File: config.mk
export PLATFORM = sky130hd
export DESIGN_NAME = mrfd_map_lane
export DESIGN_NICKNAME = d
export VERILOG_FILES = /design/src/hw/rtl/mrfd_pkg.sv /design/src/hw/rtl/mrfd_fold_cell.sv /design/src/hw/rtl/mrfd_map_lane.sv
export SDC_FILE = /design/constraint.sdc
export NUM_CORES = 2
export LEC_CHECK = 0
export BUFFER_PORTS_ARGS = -buffer_cell sky130_fd_sc_hd__buf_2
export CAP_MARGIN = 10
export CORE_ASPECT_RATIO = 1.2
export CORE_MARGIN = 8
export CORE_UTILIZATION = 61
export CTS_BUF_LIST = sky130_fd_sc_hd__clkbuf_8
export DETAILED_ROUTE_END_ITERATION = 16
export PLACE_DENSITY = 0.78
export SYNTH_ARGS = -nofsm -noshare
export SYNTH_HDL_FRONTEND = slang
export SYNTH_SLANG_ARGS = --single-unit
export TNS_END_PERCENT = 1
File: constraint.sdc
create_clock -name clk_i -period 10.6 [get_ports clk_i]
set_clock_uncertainty 0.2 [all_clocks]
set_input_delay 3.18 -clock clk_i [delete_from_list [all_inputs] [get_ports clk_i]]
set_output_delay 3.18 -clock clk_i [all_outputs]
set_load 0.005 [all_outputs]
File: src/hw/rtl/mrfd_pkg.sv
// Shared types, constants and register map for the motor reply frame decoder.
// Used by every module under hw/rtl; depends on nothing else.
`default_nettype none

package mrfd_pkg;

  // Torque smoothing window (a power of two, 1 .. 64)
  localparam int SMOOTH_DEPTH = 8;
  localparam int MEAN_SHIFT   = $clog2(SMOOTH_DEPTH);
  localparam int MEAN_HALF    = SMOOTH_DEPTH / 2;
  localparam int SUM_W        = 32 + MEAN_SHIFT + 1;

  // Code mapping widths
  localparam int CODE_W      = 16;
  localparam int SPAN_W      = 33;
  localparam int PROD_W      = CODE_W + 1 + SPAN_W;
  localparam int MAG_W       = PROD_W - 1;
  localparam int QUO_W       = 33;
  localparam int OFS_W       = QUO_W + 1;
  localparam int FOLD_STAGES = 3;

  localparam int WIDE_SHIFT   = 16;
  localparam int NARROW_SHIFT = 12;
  localparam int WIDE_DIV     = (1 << WIDE_SHIFT) - 1;
  localparam int NARROW_DIV   = (1 << NARROW_SHIFT) - 1;
  localparam int WIDE_HALF    = WIDE_DIV / 2;
  localparam int NARROW_HALF  = NARROW_DIV / 2;

  // Speed times ten
  localparam int SPD_W = 36;
  localparam logic signed [31:0] S32_MAX = 32'sh7fff_ffff;
  localparam logic signed [31:0] S32_MIN = 32'sh8000_0000;

  // Mapping lanes
  localparam int N_LANES  = 3;
  localparam int LANE_POS = 0;
  localparam int LANE_VEL = 1;
  localparam int LANE_TRQ = 2;

  // Pipeline stage positions
  localparam int LANE_LAT   = FOLD_STAGES + 4;
  localparam int ST_MAP     = LANE_LAT;
  localparam int ST_RING    = ST_MAP + 1;
  localparam int ST_SUM     = ST_MAP + 2;
  localparam int ST_MEAN    = ST_MAP + 3;
  localparam int PIPE_DEPTH = ST_MEAN + 1;

  // Register map
  localparam int N_REGS    = 7;
  localparam int ADDR_W    = $clog2(N_REGS * 4);
  localparam int REG_IDX_W = ADDR_W - 2;

  localparam logic [REG_IDX_W-1:0] REG_MOTOR_ID   = REG_IDX_W'(0);
  localparam logic [REG_IDX_W-1:0] REG_POS_MIN    = REG_IDX_W'(1);
  localparam logic [REG_IDX_W-1:0] REG_POS_MAX    = REG_IDX_W'(2);
  localparam logic [REG_IDX_W-1:0] REG_VEL_MIN    = REG_IDX_W'(3);
  localparam logic [REG_IDX_W-1:0] REG_VEL_MAX    = REG_IDX_W'(4);
  localparam logic [REG_IDX_W-1:0] REG_TORQUE_MIN = REG_IDX_W'(5);
  localparam logic [REG_IDX_W-1:0] REG_TORQUE_MAX = REG_IDX_W'(6);

  localparam logic [7:0]         MOTOR_ID_RST   = 8'd1;
  localparam logic signed [31:0] POS_MIN_RST    = -32'sd819200;
  localparam logic signed [31:0] POS_MAX_RST    = 32'sd819200;
  localparam logic signed [31:0] VEL_MIN_RST    = -32'sd2949120;
  localparam logic signed [31:0] VEL_MAX_RST    = 32'sd2949120;
  localparam logic signed [31:0] TORQUE_MIN_RST = -32'sd1179648;
  localparam logic signed [31:0] TORQUE_MAX_RST = 32'sd1179648;

  typedef struct packed {
    logic [7:0] node_byte;
    logic [7:0] pos_high_byte;
    logic [7:0] pos_low_byte;
    logic [7:0] vel_high_byte;
    logic [7:0] vel_torque_byte;
    logic [7:0] torque_low_byte;
    logic [7:0] fault_high_byte;
    logic [7:0] fault_low_byte;
  } frame_t;

  typedef struct packed {
    logic signed [31:0] position;
    logic signed [31:0] speed;
    logic signed [31:0] torque;
    logic signed [31:0] mean_torque;
    logic [15:0]        fault_word;
    logic               speed_clipped;
  } reply_t;

  // Partial quotient and remainder handed along the fold chain
  typedef struct packed {
    logic             neg;
    logic [QUO_W-1:0] q;
    logic [MAG_W-1:0] r;
  } fold_t;

endpackage

`default_nettype wire

File: src/hw/rtl/mrfd_fold_cell.sv
// One step of division by 2^k - 1: fold the high part of the remainder onto
// the low part and add it to the quotient. Depends on mrfd_pkg.
`default_nettype none

module mrfd_fold_cell import mrfd_pkg::*; (
  input  wire logic  clk_i,
  input  wire logic  en_i,
  input  wire logic  wide_i,
  input  wire fold_t fold_i,
  output fold_t      fold_o
);

  logic [MAG_W-1:0] hi;
  logic [MAG_W-1:0] lo;
  logic [MAG_W-1:0] qsum;
  fold_t            fold_d;
  fold_t            fold_q;

  always_comb begin
    hi          = wide_i ? (fold_i.r >> WIDE_SHIFT) : (fold_i.r >> NARROW_SHIFT);
    lo          = wide_i ? MAG_W'(fold_i.r[WIDE_SHIFT-1:0])
                         : MAG_W'(fold_i.r[NARROW_SHIFT-1:0]);
    qsum        = MAG_W'(fold_i.q) + hi;
    fold_d.neg  = fold_i.neg;
    fold_d.q    = qsum[QUO_W-1:0];
    fold_d.r    = lo + hi;
  end

  always_ff @(posedge clk_i) begin
    if (en_i) begin
      fold_q <= fold_d;
    end
  end

  assign fold_o = fold_q;

endmodule

`default_nettype wire

File: src/hw/rtl/mrfd_map_lane.sv
// Maps one raw code onto [lo, lo + span] with round-half-away division by
// 2^k - 1, built as a multiply, a chain of fold cells and a fix-up.
// Depends on mrfd_pkg and mrfd_fold_cell.
`default_nettype none

module mrfd_map_lane import mrfd_pkg::*; (
  input  wire logic                     clk_i,
  input  wire logic                     en_i,
  input  wire logic                     wide_i,
  input  wire logic [CODE_W-1:0]        code_i,
  input  wire logic signed [SPAN_W-1:0] span_i,
  input  wire logic signed [31:0]       lo_i,
  output logic signed [31:0]            value_o
);

  logic signed [PROD_W-1:0] prod_d, prod_q;
  logic [PROD_W-1:0]        mag;
  logic [PROD_W-1:0]        half;
  logic                     prod_neg;
  fold_t                    fold_d;
  fold_t                    fold0_q;
  fold_t                    fold_w [FOLD_STAGES+1];
  logic [MAG_W-1:0]         div;
  logic [QUO_W-1:0]         qc_d, qc_q;
  logic                     neg_q;
  logic [OFS_W-1:0]         lo_x, q_x, ofs_sum;
  logic signed [31:0]       value_d, value_q;

  // Multiply
  always_comb begin
    prod_d = $signed({1'b0, code_i}) * span_i;
  end

  // Magnitude plus half divisor
  always_comb begin
    prod_neg   = prod_q[PROD_W-1];
    half       = wide_i ? PROD_W'(WIDE_HALF) : PROD_W'(NARROW_HALF);
    mag        = (prod_q ^ {PROD_W{prod_neg}}) + PROD_W'(prod_neg) + half;
    fold_d.neg = prod_neg;
    fold_d.q   = '0;
    fold_d.r   = mag[MAG_W-1:0];
  end

  assign fold_w[0] = fold0_q;

  for (genvar i = 0; i < FOLD_STAGES; i++) begin : g_fold
    mrfd_fold_cell u_fold (
      .clk_i  (clk_i),
      .en_i   (en_i),
      .wide_i (wide_i),
      .fold_i (fold_w[i]),
      .fold_o (fold_w[i+1])
    );
  end

  // Remainder now below twice the divisor: one compare finishes the quotient
  always_comb begin
    div  = wide_i ? MAG_W'(WIDE_DIV) : MAG_W'(NARROW_DIV);
    qc_d = fold_w[FOLD_STAGES].q + QUO_W'(fold_w[FOLD_STAGES].r >= div);
  end

  // Offset by lo; result stays inside [min, max] so the low 32 bits are exact
  always_comb begin
    lo_x    = OFS_W'(lo_i);
    q_x     = OFS_W'(qc_q);
    ofs_sum = lo_x + (q_x ^ {OFS_W{neg_q}}) + OFS_W'(neg_q);
    value_d = ofs_sum[31:0];
  end

  always_ff @(posedge clk_i) begin
    if (en_i) begin
      prod_q  <= prod_d;
      fold0_q <= fold_d;
      qc_q    <= qc_d;
      neg_q   <= fold_w[FOLD_STAGES].neg;
      value_q <= value_d;
    end
  end

  assign value_o = value_q;

endmodule

`default_nettype wire

==> flow_summary.ini <==
[timing]
max_freq_ghz = 0.102
drv_slew = 0
setup_violations = 0
fin_crit_sh_pct = 92.6
setup_tns_ns = 0
hold_viol_final = 0
tightest_slew_ns = 1.03
period_minus_slack_ns = 9.82
maxSlewHeadroom_pct = 31.6
rsz0062_at_grt = no
setup_ws_ns = 0.781

[status]
status = finished clean

[clock_tree]
clk_latency_ns = 0.60
clockBufferDepth = 3
cts_sinks = 346
path_clk_slew_ns = 0.07
htree_num_levels = 2
cts_buffers = 50
cts-root-buf = clkbuf_8
cts_setup_buffers = 0
cts_resized = 0
cts_tree = built
postCtsHoldBufs = 0

[yosys]
syn_inst = 3937
syn_nets = 4776
synth_cell_types = 67
ys.flop_type = edfxtp_1
synth_top_area_cell = edfxtp_1
ys_ff_latch = 346
netlist_area_um2 = 38900
synth_edf_count = 346
yosys-top-cells-area = edfxtp_1 27%, fa_1 26%, ha_1 7.9%
avgSynthCellArea_um2 = 9.87
seq_area_frac_synth_pct = 26.7
ys_warn_count = 0
async_reset_ff_share_pct = 0
synth_top_area_share_pct = 26.7

[global_route]
grt_max_degree = 183
grt_pass1_wl_mm = 140
overflow = 0
antenna_found_initial = 1
grt_pass1_vias = 29300
grt.total_usage_pct = 23.6

[final_layout]
fin_util_pct = 65.3
multiInputGateArea_um2 = 25400
layout.cells.non_filler = 4871
syn_to_final_growth_pct = 6.20
drive_above_1_share_pct = 7.07
seq_area_um2 = 10400
fillers = 4989
final_nets = 4845

[critical_path]
crit_path_end_kind = flip-flop
crit_arrival_ns = 9.96
critPathSlowestCell = a2111oi_0
critPathKind = input port to flip-flop
worstPathRequired_ns = 10.74
path_cells = buf_2 -> nand2_1 -> fa_1 -> fa_1 -> fa_1 -> inv_1 -> fa_1 -> fa_1 -> inv_1 -> fa_1 -> inv_1 -> ha_1 -> and3_1 -> and4_1 -> nand4_1 -> a2111oi_0 -> nor3_1 -> buf_4 -> o31ai_1 -> nand2_1 -> o21ai_0 -> a21oi_1 -> xnor2_1
r2r_cells = 13
crit_path_start_kind = input port
cp_slowest_stage_delay_ns = 0.64
path_max_fanout = 33
crit_path_frequent_cell = fa_1

[floorplan]
die_w_um = 246
coreArea_um2 = 63200
ios = 116
rows = 101
initial_core_util_pct = 61.5
dieHeight_um = 292
dieArea_um2 = 72100

[placed_design]
post-place-ws_ns = 0.154
port_buffers = 115
gp_congestion = 0.957
hpwlAfterDp_mm = 66.9
place_inst = 4778

[detailed_routing]
drtIter0Drc = 1413
vias_per_cell = 5.59
vias = 27200
route.detailed.drc = 0
avgRoutedWirePerCell_um = 17.3
first_pass_iters = 5
drtAntennaViolNets = 0
totalWireLength_mm = 84.1

[run]
drv_cap = 0

[worst_hold_path]
worstHoldPathCells = 0
hp-class = flip-flop to flip-flop
-- critical path: cells and delay by family --
kind            cells  cell delay [ns]
buf+inv             5             0.87
fa+ha+maj           7             3.48
xor+xnor            1             0.13
compound gates      4             1.21
simple gates        6             1.06
-- final timing paths --
kind / from / slack, ns / end
worst max-delay path: code_i[4] / 0.78 / prod_q[49]
worst min-delay path: g_fold[0].u_fold.fold_o[82] / 0.21 / g_fold[1].u_fold.fold_o[82]
worst min register to register: g_fold[0].u_fold.fold_o[82] / 0.21 / g_fold[1].u_fold.fold_o[82]
worst max register to register: g_fold[0].u_fold.fold_o[17] / 6.12 / g_fold[1].u_fold.fold_o[80]
-- Yosys cell counts, types with 99 or more instances --
master,count
a21oi_1,181
and2_1,224
clkbuf_1,108
edfxtp_1,346
fa_1,509
ha_1,246
inv_1,690
nand2_1,474
nor2_1,160
o21ai_0,99
xnor2_1,206
xor2_1,115
-- logic make-up after synthesis --
logic type / share of synthesized area (%)
AO/OA/AOI/OAI: 7.90
XOR/XNOR: 7.23
adder cells (fa/ha/maj): 34.1
buffers and inverters: 7.94
flip-flops: 26.7
multiplexers: 2.13
AND/OR/NAND/NOR: 13.9
-- state kept, by name (all words and copies together) (netlist names) --
name / cells
neg_q: 1
prod_q: 50
fold0_q: 50
g_fold.u_fold.fold_o: 181
value_o: 32
qc_q: 32
-- cell usage in the layout (no fill, tap or decap), types with 11 or more instances in the layout --
cell type | synthesis | routed
nand2b_1 | 20 | 20
nand4_1 | 30 | 30
mux2_2 | 55 | 55
fa_1 | 509 | 509
o21a_1 | 23 | 23
o21bai_1 | 19 | 19
a31oi_1 | 18 | 18
clkinv_2 | 0 | 11
inv_1 | 690 | 696
nor3_1 | 34 | 34
xor2_1 | 115 | 115
nor2_1 | 160 | 160
edfxtp_1 | 346 | 346
and4_1 | 11 | 11
clkbuf_8 | 0 | 50
a21o_1 | 58 | 58
a211oi_1 | 15 | 15
and3_1 | 33 | 33
clkinv_1 | 1 | 14
nand3_1 | 68 | 68
buf_2 | 6 | 113
xnor2_1 | 206 | 206
a21oi_1 | 181 | 181
mux2i_1 | 21 | 21
and2_1 | 224 | 224
buf_4 | 0 | 27
nand2_1 | 474 | 474
nor2b_1 | 29 | 29
o21ai_0 | 99 | 99
ha_1 | 246 | 246
-- stage by stage --
step	hold slack (ns)	cell area, um^2
floorplan	0.200	38900
global placement	0.203	40200
detailed placement	0.205	40200
CTS	0.210	41300
global route	0.225	41300
finish	0.205	41300
-- metal layers --
metal	track usage (%)	part of all wire, %
met5	0	0.015
met4	9.86	4.2
met3	3.14	6.1
met2	44.5	53
met1	26.4	37
-- cell type report --
class	count	share of cell area (%)
Clock inverter	42	0.910
Antenna cell	1	0.00606
Inverter	691	6.29
Tap cell	824	2.50
Sequential cell	346	25.2
Clock buffer	50	1.67
Multi-Input combinational cell	2775	61.5
Timing Repair Buffer	142	1.95
Power is left out: the tool's default activity adds up to more than one toggle a clock period on the data nets, which glitch-free logic cannot reach.
