File: src/hw/rtl/mrfd_pkg.sv
// Shared types, constants and register map for the motor reply frame decoder.
// Used by every module under hw/rtl; depends on nothing else.
`default_nettype none

package mrfd_pkg;

  // Torque smoothing window (a power of two, 1 .. 64)
  localparam int SMOOTH_DEPTH = 8;
  localparam int MEAN_SHIFT   = $clog2(SMOOTH_DEPTH);
  localparam int MEAN_HALF    = SMOOTH_DEPTH / 2;
  localparam int SUM_W        = 32 + MEAN_SHIFT + 1;

  // Code mapping widths
  localparam int CODE_W      = 16;
  localparam int SPAN_W      = 33;
  localparam int PROD_W      = CODE_W + 1 + SPAN_W;
  localparam int MAG_W       = PROD_W - 1;
  localparam int QUO_W       = 33;
  localparam int OFS_W       = QUO_W + 1;
  localparam int FOLD_STAGES = 3;

  localparam int WIDE_SHIFT   = 16;
  localparam int NARROW_SHIFT = 12;
  localparam int WIDE_DIV     = (1 << WIDE_SHIFT) - 1;
  localparam int NARROW_DIV   = (1 << NARROW_SHIFT) - 1;
  localparam int WIDE_HALF    = WIDE_DIV / 2;
  localparam int NARROW_HALF  = NARROW_DIV / 2;

  // Speed times ten
  localparam int SPD_W = 36;
  localparam logic signed [31:0] S32_MAX = 32'sh7fff_ffff;
  localparam logic signed [31:0] S32_MIN = 32'sh8000_0000;

  // Mapping lanes
  localparam int N_LANES  = 3;
  localparam int LANE_POS = 0;
  localparam int LANE_VEL = 1;
  localparam int LANE_TRQ = 2;

  // Pipeline stage positions
  localparam int LANE_LAT   = FOLD_STAGES + 4;
  localparam int ST_MAP     = LANE_LAT;
  localparam int ST_RING    = ST_MAP + 1;
  localparam int ST_SUM     = ST_MAP + 2;
  localparam int ST_MEAN    = ST_MAP + 3;
  localparam int PIPE_DEPTH = ST_MEAN + 1;

  // Register map
  localparam int N_REGS    = 7;
  localparam int ADDR_W    = $clog2(N_REGS * 4);
  localparam int REG_IDX_W = ADDR_W - 2;

  localparam logic [REG_IDX_W-1:0] REG_MOTOR_ID   = REG_IDX_W'(0);
  localparam logic [REG_IDX_W-1:0] REG_POS_MIN    = REG_IDX_W'(1);
  localparam logic [REG_IDX_W-1:0] REG_POS_MAX    = REG_IDX_W'(2);
  localparam logic [REG_IDX_W-1:0] REG_VEL_MIN    = REG_IDX_W'(3);
  localparam logic [REG_IDX_W-1:0] REG_VEL_MAX    = REG_IDX_W'(4);
  localparam logic [REG_IDX_W-1:0] REG_TORQUE_MIN = REG_IDX_W'(5);
  localparam logic [REG_IDX_W-1:0] REG_TORQUE_MAX = REG_IDX_W'(6);

  localparam logic [7:0]         MOTOR_ID_RST   = 8'd1;
  localparam logic signed [31:0] POS_MIN_RST    = -32'sd819200;
  localparam logic signed [31:0] POS_MAX_RST    = 32'sd819200;
  localparam logic signed [31:0] VEL_MIN_RST    = -32'sd2949120;
  localparam logic signed [31:0] VEL_MAX_RST    = 32'sd2949120;
  localparam logic signed [31:0] TORQUE_MIN_RST = -32'sd1179648;
  localparam logic signed [31:0] TORQUE_MAX_RST = 32'sd1179648;

  typedef struct packed {
    logic [7:0] node_byte;
    logic [7:0] pos_high_byte;
    logic [7:0] pos_low_byte;
    logic [7:0] vel_high_byte;
    logic [7:0] vel_torque_byte;
    logic [7:0] torque_low_byte;
    logic [7:0] fault_high_byte;
    logic [7:0] fault_low_byte;
  } frame_t;

  typedef struct packed {
    logic signed [31:0] position;
    logic signed [31:0] speed;
    logic signed [31:0] torque;
    logic signed [31:0] mean_torque;
    logic [15:0]        fault_word;
    logic               speed_clipped;
  } reply_t;

  // Partial quotient and remainder handed along the fold chain
  typedef struct packed {
    logic             neg;
    logic [QUO_W-1:0] q;
    logic [MAG_W-1:0] r;
  } fold_t;

endpackage

`default_nettype wire

File: src/hw/rtl/mrfd_tap_cell.sv
// One entry of the torque history line: holds a value and passes it on to
// the next cell on each shift. Depends on mrfd_pkg.
`default_nettype none

module mrfd_tap_cell import mrfd_pkg::*; (
  input  wire logic               clk_i,
  input  wire logic               rst_ni,
  input  wire logic               shift_i,
  input  wire logic signed [31:0] d_i,
  output logic signed [31:0]      q_o
);

  logic signed [31:0] value_q;

  always_ff @(posedge clk_i or negedge rst_ni) begin
    if (!rst_ni) begin
      value_q <= '0;
    end else if (shift_i) begin
      value_q <= d_i;
    end
  end

  assign q_o = value_q;

endmodule

`default_nettype wire

File: config.mk
export PLATFORM = sky130hd
export DESIGN_NAME = mrfd_tap_cell
export DESIGN_NICKNAME = d
export VERILOG_FILES = /design/src/hw/rtl/mrfd_pkg.sv /design/src/hw/rtl/mrfd_tap_cell.sv
export SDC_FILE = /design/constraint.sdc
export NUM_CORES = 1
export LEC_CHECK = 0
export BUFFER_PORTS_ARGS = -buffer_cell sky130_fd_sc_hd__buf_2
export CAP_MARGIN = 20
export CORE_MARGIN = 4
export CORE_UTILIZATION = 44
export CTS_CLUSTER_DIAMETER = 50
export DETAILED_ROUTE_END_ITERATION = 8
export MAX_ROUTING_LAYER = met4
export PLACE_DENSITY_LB_ADDON = 0.05
export SETUP_SLACK_MARGIN = 0.2
export SYNTH_ARGS = -nofsm -noshare
export SYNTH_HDL_FRONTEND = slang
export SYNTH_SLANG_ARGS = --single-unit
File: constraint.sdc
create_clock -name clk_i -period 0.9 [get_ports clk_i]
set_clock_uncertainty 0.05 [all_clocks]
set_input_delay 0.09 -clock clk_i [delete_from_list [all_inputs] [get_ports clk_i]]
set_output_delay 0.09 -clock clk_i [all_outputs]
set_load 0.02 [all_outputs]
==> results by group, run 1 <==
Placement
  – Gpl congestion: around 0.65
  – DP Area: 1750 um2
  – Post-DP HPWL: about 1800 um
  – Pre-CTS setup slack: -0.0151 ns
  – Buffers on Ports: 66

Drt
  – DR vias: around 870
  – Number of nets still failing antenna checks after routing: 0
  – Avg WL per Cell: between 15 and 20 um
  – DRT Wirelength: roughly 2900 um
  – Drt initial violations: 19
  – Detailed Routing Iterations Pass 1: 2
  – Vias/cell: ~4.7
  – # DRC: 0

Floorplanning
  – Initial Util: 0.475
  – Die Width: 63.3 um
  – Die Y: ~63 um
  – Die footprint: approximately 4000 um2
  – Core footprint: approximately 2800 um2
  – Ports: between 60 and 70
  – Row cnt: 19

Yosys
  – Avg Synthesized Cell Area: just under 20 um2
  – Cells after Synth: 68
  – Synthesized net count: just over 100
  – Yosys warns: 0
  – Largest family of logic cells by synthesized area: multiplexers
  – Main area contributors after synthesis: dfrtp_1 (60%), mux2_4 (33%), buf_12 (4.5%), mux2_2 (1.7%), buf_6 (0.84%)
  – Yosys cell types: 5
  – Mux contribution to synthesized area: 0.352
  – Post-synth top area share: 0.595
  – Post-synth EDFFs: 0
  – Post-Synth Adder-Cell Area: 0
  – Post-synthesis register bit count: 32
  – Simple-gate share of the synthesized area: 0
  – Mapped cell area: about 1300 um2
  – Top FF cell, synth: dfrtp_1
  – Synth Area in XOR/XNOR: 0
  – Yosys top cell by area: dfrtp_1
  – Synth Area in Compound Gates: 0
  – Sequential-to-total area share from yosys stat: 0.595
  – Most common library cells after synthesis: dfrtp_1 (32), mux2_4 (30), buf_12 (3)
  – Most frequent cell after synthesis: dfrtp_1
  – Post-synth ARST share: 1.00

Global routing
  – Initial antenna violation count: 0
  – First-pass GRT wire length: between 4000 and 5000 um
  – Largest net degree at the start of global routing: 33
  – Overflow after GRT: 0
  – Vias in the first global route: between 900 and 1000
  – Gr usage total: 0.158

Setup path
  – Crit path buffers/inverters: 1
  – Worst setup EP type: primary output
  – Reg-to-reg endpoint: q_o[18]
  – R2r startpoint: q_o[18]
  – CP Cell Sequence: buf_6
  – Slowest CP cell: dfrtp_2
  – Worst EP arrival: approximately 0.9 ns
  – Kind of critical path: flop to primary output
  – Critical Path Max Stage Delay: roughly 0.43 ns
  – Delay-heaviest family, CP: flip-flops
  – CP startpoint kind: flop
  – Critical path peak fanout: 2
  – R2R depth: 2
  – Flop2flop setup slack: -0.07 ns
  – Crit. Startpoint: q_o[18]
  – Worst EP required: 0.76 ns

STA
  – Fin. Hold Viols: 32
  – Final setup TNS: -4.48 ns
  – Fin crit period: between 1 and 1.5 ns
  – Final period utilization: 1.15
  – Worst setup margin: -0.138 ns
  – Endpoints failing setup: 42
  – RSZ-0062 raised after global routing: true
  – Rel. slew slack: 0.884
  – Min Hold Slack: -0.0669 ns
  – Max Slew Vio Count: 0
  – Slew @ Worst Pin: between 0.15 and 0.2 ns
  – Max Fclk: about 960 MHz

Final layout
  – Final instance area: 2170 um2
  – Area grow syn2layout: 61.2%
  – Layout Nets: ~190
  – Diodes inserted: 0
  – Max FFs per register: 32
  – Ratio of cells with drive above 1 in the final layout: 0.993

Worst hold path
  – HP Class: input port to flop
  – WHS Path Cells: 2
  – WHS Endpoint: q_o[24]
  – Worst Hold Launch: d_i[24]

Pwr
  – Static Leak: about 1.1 nW
  – Total power: approximately 4.0 mW
  – P per Cell Area: about 1800 nW/um2
  – Peak VDD IR: 0.00123 V

Run
  – Maxcap violations: 0

Clock tree
  – CTS tree: built
  – Skew-Pair Late Insertion Delay: between 0.3 and 0.4 ns
  – Clk root buf: clkbuf_4
  – Hold Buf Count CTS: 1
  – Clock Sinks: 32
  – TritonCTS Buffers: 5
  – Max Root-Sink Buffers: 2
  – Clk slew on worst S/H paths: ~0.1 ns
  – Max H-tree Level: 2

Outcome
  – Failing checks: negative hold slack, negative setup slack
  – Status: complete, but fails checks
-- logic make-up after synthesis --
| logic type | count (synthesis) |
|---|---|
| buf+inv | 4 |
| mux | 32 |
| flops | 32 |
-- final cells by class --
| cell class | count | area, um2 |
|---|---|---|
| clock buffer | 7 | 65.1 |
| clock inverter | 1 | 30.0 |
| fill | 185 | 661 |
| multi-input combinational | 32 | 473 |
| sequential | 32 | 841 |
| tap | 31 | 38.8 |
| timing repair buffer | 81 | 721 |
-- power by group --
group	internal [mW]	total (mW)	switching [mW]	leakage [nW]
registers	1.61	1.73	0.118	0.342
clock network	0.738	1.22	0.479	0.0515
logic	0.635	1.02	0.389	0.679
-- cell usage in the layout (no fill, tap or decap) --
master / n
buf_6: 42
buf_2: 34
dfrtp_2: 32
mux2_4: 30
clkbuf_4: 5
buf_12: 3
mux2_2: 2
clkbuf_8: 2
bufinv_16: 1
dlygate4sd3_1: 1
buf_4: 1
-- repair_timing --
action,CTS,global route
buffers inserted,9,1
hold endpoints to repair,64,32
setup endpoints to repair,64,64
resized for setup,73,1
-- per-layer routing --
layer / track usage / wire length, um / up-vias / share of wire
met5: - / 0 / - / 0
met4: 0.0809 / 65 / 0 / 0.023
met3: 0.0426 / 183 / 8 / 0.064
met2: 0.265 / 1450 / 39 / 0.51
met1: 0.173 / 1150 / 421 / 0.40
li1: - / - / 403 / -
-- through the flow --
| step | instances | util |
|---|---|---|
| after floorplan | 68 | - |
| after global placement | 165 | 0.619 |
| after detailed placement | 165 | 0.619 |
| after CTS | 183 | 0.762 |
| after global routing | 184 | 0.766 |
| final | 184 | 0.766 |
-- how the worst max path moves through the flow --
stage               to  slack [ns]  cells after the start
3_5_place_dp   q_o[11]       -0.02                      3
3_3_place_gp   q_o[15]       0.003                      3
2_1_floorplan   q_o[0]        0.03                      1
6_report       q_o[18]       -0.14                      1
5_1_grt         q_o[1]       -0.20                      1
4_1_cts         q_o[4]       -0.15                      1
Note: power is estimated with default switching activity, not from simulation.
==> run 2, diff against run 1 <==
CORE_ASPECT_RATIO = 1.2   (was not set)
GPL_ROUTABILITY_DRIVEN = 0   (was not set)
SKIP_LAST_GASP = 1   (was not set)
==> run 2 against run 1 <==
Against the previous run:
- the run still ends with negative hold slack, negative setup slack left
- cell area fell by 0.12%
- die area barely moved
- register-to-register slack barely moved
- first-iteration DRC count is 84% higher
- count of clock-buffer cells in the layout up 1
- clock power is 32% lower
- critical path type unchanged
- critical path depth unchanged
==> results by group, run 2 (same netlist as run 1, synthesis figures left out) <==
Drt
  – DR vias: roughly 910
  – WL met2: 1660 um
  – Number of nets still failing antenna checks after routing: 0
  – WL met1: 1160 um
  – Avg WL per Cell: about 17 um
  – DRT Wirelength: between 3000 and 4000 um
  – # DRC: 0
  – Drt initial violations: 35
  – Highest Signal Layer: met4
  – Detailed Routing Iterations Pass 1: 2
  – Vias/cell: 4.79
  – Met3 WL post-DR: 257 um

STA
  – Fin. Hold Viols: 32
  – Slew @ Worst Pin: 0.168 ns
  – Worst setup margin: -0.136 ns
  – Final setup TNS: -4.41 ns
  – Endpoints failing setup: 45
  – Final period utilization: 1.15
  – Fin crit period: slightly above 1 ns
  – Rel. slew slack: 0.888
  – RSZ-0062 raised after global routing: true
  – Max Fclk: 965 MHz
  – Min Hold Slack: -0.0583 ns
  – Max Slew Vio Count: 0

Setup path
  – R2r startpoint: q_o[20]
  – Crit path buffers/inverters: 1
  – Flop2flop setup slack: -0.08 ns
  – CP startpoint kind: flop
  – Critical Path Max Stage Delay: 0.44 ns
  – R2R depth: 2
  – Kind of critical path: flop to primary output
  – Critical path peak fanout: 2
  – Delay-heaviest family, CP: flip-flops
  – Slowest CP cell: dfrtp_2
  – Reg-to-reg endpoint: q_o[20]
  – Worst EP required: 0.76 ns
  – CP Cell Sequence: buf_6
  – Worst EP arrival: around 0.9 ns
  – Worst setup EP type: primary output

Floorplanning
  – Die Width: 58.5 um
  – Die footprint: ~4000 um2
  – Ports: 67
  – Core footprint: around 2900 um2
  – Row cnt: 21
  – Initial Util: 0.470
  – Die Y: 68.6 um

Pwr
  – P per Cell Area: ~1700 nW/um2
  – Total power: approximately 3.6 mW
  – Static Leak: between 1 and 1.5 nW
  – Peak VDD IR: 0.00104 V

Outcome
  – Status: complete, but fails checks
  – Failing checks: negative hold slack, negative setup slack

Clock tree
  – Skew-Pair Late Insertion Delay: between 0.3 and 0.4 ns
  – Max H-tree Level: 2
  – CTS tree: built
  – Clk root buf: clkbuf_4
  – Max Root-Sink Buffers: 2
  – Clock Sinks: 32
  – Hold Buf Count CTS: 1
  – Clk slew on worst S/H paths: roughly 0.09 ns
  – TritonCTS Buffers: 5

Final layout
  – Number of fill cells: between 150 and 200
  – Diodes inserted: 0
  – Area occupied by multi-input gates: approximately 480 um2
  – Ratio of cells with drive above 1 in the final layout: 0.981
  – Final instance area: 2170 um2
  – Most common cell after layout, fill and taps aside: buf_6
  – FF+latch area: ~840 um2
  – Layout Cells excl Fill: 189
  – Commonest cells after routing, fill and taps aside: buf_6 (45), buf_2 (34), dfrtp_2 (32), mux2_4 (31), clkbuf_4 (5)
  – Final Util: 0.756
  – Max FFs per register: 32
  – Area grow syn2layout: 61.0%
  – Layout Nets: 189

Global routing
  – Vias in the first global route: around 1000
  – Overflow after GRT: 0
  – Gr usage total: 0.172
  – Initial antenna violation count: 0
  – First-pass GRT wire length: about 4800 um
  – Largest net degree at the start of global routing: 33

Worst hold path
  – WHS Path Cells: 2
  – WHS Endpoint: q_o[28]
  – Worst Hold Launch: d_i[28]
  – HP Class: input port to flop

Placement
  – Post-Place Cells: 167
  – DP Area: ~1700 um2
  – Post-DP HPWL: 2000 um
  – Buffers on Ports: 66
  – Pre-CTS setup slack: -0.0242 ns

Run
  – Maxcap violations: 0
-- run 2: cell types whose count changed in the layout (fill, tap and decap cells not counted), sizes merged --
cell,before,now
clkbuf,7,8
buf,80,82
bufinv,1,0
-- run 2: cell type report --
type                            count  area share
Clock buffer                        8      0.0272
Multi-Input combinational cell     32       0.220
Timing Repair Buffer               83       0.345
Sequential cell                    32       0.388
Tap cell                           34      0.0196
-- run 2: routing by layer --
layer  track usage  up-vias
met4        0.0957        0
li1              -      408
met2         0.281       44
met3        0.0428        6
met5             -        -
met1         0.193      447
-- run 2: how the worst max path moves through the flow --
stage | startpoint | cells past startpoint | slack, ns | end
global route | q_o[20] | 1 | -0.18 | q_o[20]
finish | q_o[27] | 1 | -0.14 | q_o[27]
floorplan | q_o[0] | 1 | 0.03 | q_o[0]
CTS | q_o[28] | 1 | -0.13 | q_o[28]
global placement | shift_i | 3 | -0.004 | q_o[31]
detailed placement | shift_i | 3 | -0.02 | q_o[22]
-- run 2: repair_timing --
item                                   in CTS  in global routing
buffers inserted                           13                  0
endpoints found under the hold margin      64                 32
gates resized for setup                    71                  7
setup endpoints to repair                  64                 64
-- run 2: power breakdown --
group | switching [mW] | internal, mW | leakage [nW] | total (mW)
logic | 0.399 | 0.659 | 0.697 | 1.06
clock network | 0.440 | 0.385 | 0.0326 | 0.826
registers | 0.124 | 1.61 | 0.342 | 1.73
total | 0.963 | 2.65 | 1.07 | 3.62
==> run 3, diff against run 2 <==
CORE_MARGIN = not set   (was 4)
SKIP_CTS_REPAIR_TIMING = 1   (was not set)
==> run 3 against run 2 <==
Against the previous run:
- the run still ends with negative hold slack, negative setup slack left
- global-route usage fell by 0.077 points
- cell area down 3.2%
- sequential cell count did not move
- non-clock buffer count decreased by 7
- combinational power decreased by 8%
- power is 4.2% higher
- die area down 18%
- worst hold slack worse by 0.0036 ns
- via count decreased by 5.5%
- cell count down 3.7%
- first-iteration DRC count decreased by 100%
- core utilization down 1.7 points
- largest power group unchanged
==> results by group, run 3 (same netlist as run 1, synthesis figures left out) <==
Outcome
  – Status: complete, but fails checks
  – Failing checks: negative hold slack, negative setup slack

Worst hold path
  – HP Class: input port to flop
  – Worst Hold Launch: d_i[25]

STA
  – Final period utilization: 1.15
  – Max Fclk: 964 MHz
  – Endpoints failing setup: 37
  – Fin crit period: about 1.0 ns
  – Min Hold Slack: -0.0618 ns
  – Fin. Hold Viols: 32
  – Rel. slew slack: 0.888
  – Slew @ Worst Pin: around 0.17 ns
  – Max Slew Vio Count: 0
  – RSZ-0062 raised after global routing: true
  – Worst setup margin: -0.137 ns
  – Final setup TNS: -4.16 ns

Final layout
  – Final instance area: 2100 um2
  – Max FFs per register: 32
  – Diodes inserted: 0
  – Ratio of cells with drive above 1 in the final layout: 0.986
  – Area grow syn2layout: 55.9%
  – FF+latch area: between 800 and 900 um2
  – Most common cell after layout, fill and taps aside: buf_6
  – Final Util: 0.739
  – Commonest cells after routing, fill and taps aside: buf_6 (37), buf_2 (34), dfrtp_2 (32), mux2_4 (30), clkbuf_4 (5)
  – Layout Nets: ~180
  – Area occupied by multi-input gates: about 470 um2
  – Number of fill cells: just under 200
  – Layout Cells excl Fill: 182

Pwr
  – Static Leak: between 1 and 1.5 nW
  – P per Cell Area: about 1800 nW/um2
  – Peak VDD IR: approximately 0.0013 V
  – Total power: between 3 and 4 mW

Run
  – Maxcap violations: 0

Drt
  – DRT Wirelength: roughly 2700 um
  – Number of nets still failing antenna checks after routing: 0
  – Drt initial violations: 0
  – Detailed Routing Iterations Pass 1: 1
  – # DRC: 0
  – DR vias: between 800 and 900
  – Vias/cell: between 4 and 5
  – Avg WL per Cell: around 15 um

Setup path
  – Critical path peak fanout: 2
  – R2r startpoint: q_o[16]
  – CP Cell Sequence: buf_6
  – Delay-heaviest family, CP: flip-flops
  – Worst setup EP type: primary output
  – Critical Path Max Stage Delay: between 0.4 and 0.5 ns
  – Kind of critical path: flop to primary output
  – Slowest CP cell: dfrtp_2
  – Worst EP arrival: 0.90 ns
  – Crit. Startpoint: q_o[2]
  – Worst EP required: between 0.7 and 0.8 ns
  – CP startpoint kind: flop
  – Crit path buffers/inverters: 1

Global routing
  – Vias in the first global route: a little under 900
  – First-pass GRT wire length: 3980 um
  – Largest net degree at the start of global routing: 33
  – Overflow after GRT: 0
  – Initial antenna violation count: 0
  – Gr usage total: 0.171

Clock tree
  – TritonCTS Buffers: 5
  – Skew-Pair Late Insertion Delay: about 0.32 ns
  – CTS tree: built
  – Clock Sinks: 32
  – Clk root buf: clkbuf_4
  – Max H-tree Level: 2
  – Max Root-Sink Buffers: 2
  – Clk slew on worst S/H paths: 0.10 ns

Floorplanning
  – Ports: 67
  – Initial Util: 0.474
  – Die Width: about 52 um
  – Die footprint: about 3300 um2
  – Core footprint: approximately 2800 um2
  – Die Y: around 63 um
  – Row cnt: 21

Placement
  – Post-Place Cells: between 150 and 200
  – Post-DP HPWL: around 1900 um
  – Pre-CTS setup slack: -0.0252 ns
  – DP Area: around 1800 um2
  – Buffers on Ports: 66
==> run 3: cell count changes in the layout (fill, tap and decap cells not counted) <==
cell       delta
buf_6         -8
bufinv_16     +1
clkbuf_8      -1
clkinv_2      +1
mux2_2        +1
clkbuf_1      -1
buf_4         +1
mux2_4        -1
==> run 3: worst register-to-register path, stage by stage (launching register included) <==
cell     delay, ns
dfrtp_2       0.44
buf_6         0.12
mux2_4        0.26
==> run 3: power by group <==
group          switching, mW  internal, mW  leakage (nW)
Clock                  0.481         0.582        0.0422
Combinational          0.380         0.596         0.649
Sequential             0.120          1.61         0.342
Total                  0.981          2.79          1.03
==> run 3: area by class of cell <==
| class | count | area share |
|---|---|---|
| Sequential cell | 32 | 0.401 |
| Tap cell | 34 | 0.0203 |
| Multi-Input combinational cell | 32 | 0.226 |
| Clock inverter | 2 | 0.0167 |
| Timing Repair Buffer | 76 | 0.317 |
| Clock buffer | 6 | 0.0197 |
==> run 3: layer usage <==
| layer | track usage | vias to the layer above | routed length (um) |
|---|---|---|---|
| li1 | - | 390 | - |
| met1 | 0.212 | 420 | 1160 |
| met2 | 0.255 | 42 | 1340 |
| met3 | 0.0560 | 3 | 178 |
| met4 | 0.0691 | 0 | 30 |
| met5 | - | - | 0 |
==> run 3: final timing paths <==
kind                            cells past startpoint  slack (ns)       to
worst max-delay path                                1       -0.14   q_o[2]
worst min-delay path                                2       -0.06  q_o[25]
worst max register to register                      2       -0.07  q_o[16]
worst min register to register                      1        0.49  q_o[25]
max in group asynchronous                           3        0.43  q_o[28]
min in group asynchronous                           3        0.18  q_o[22]
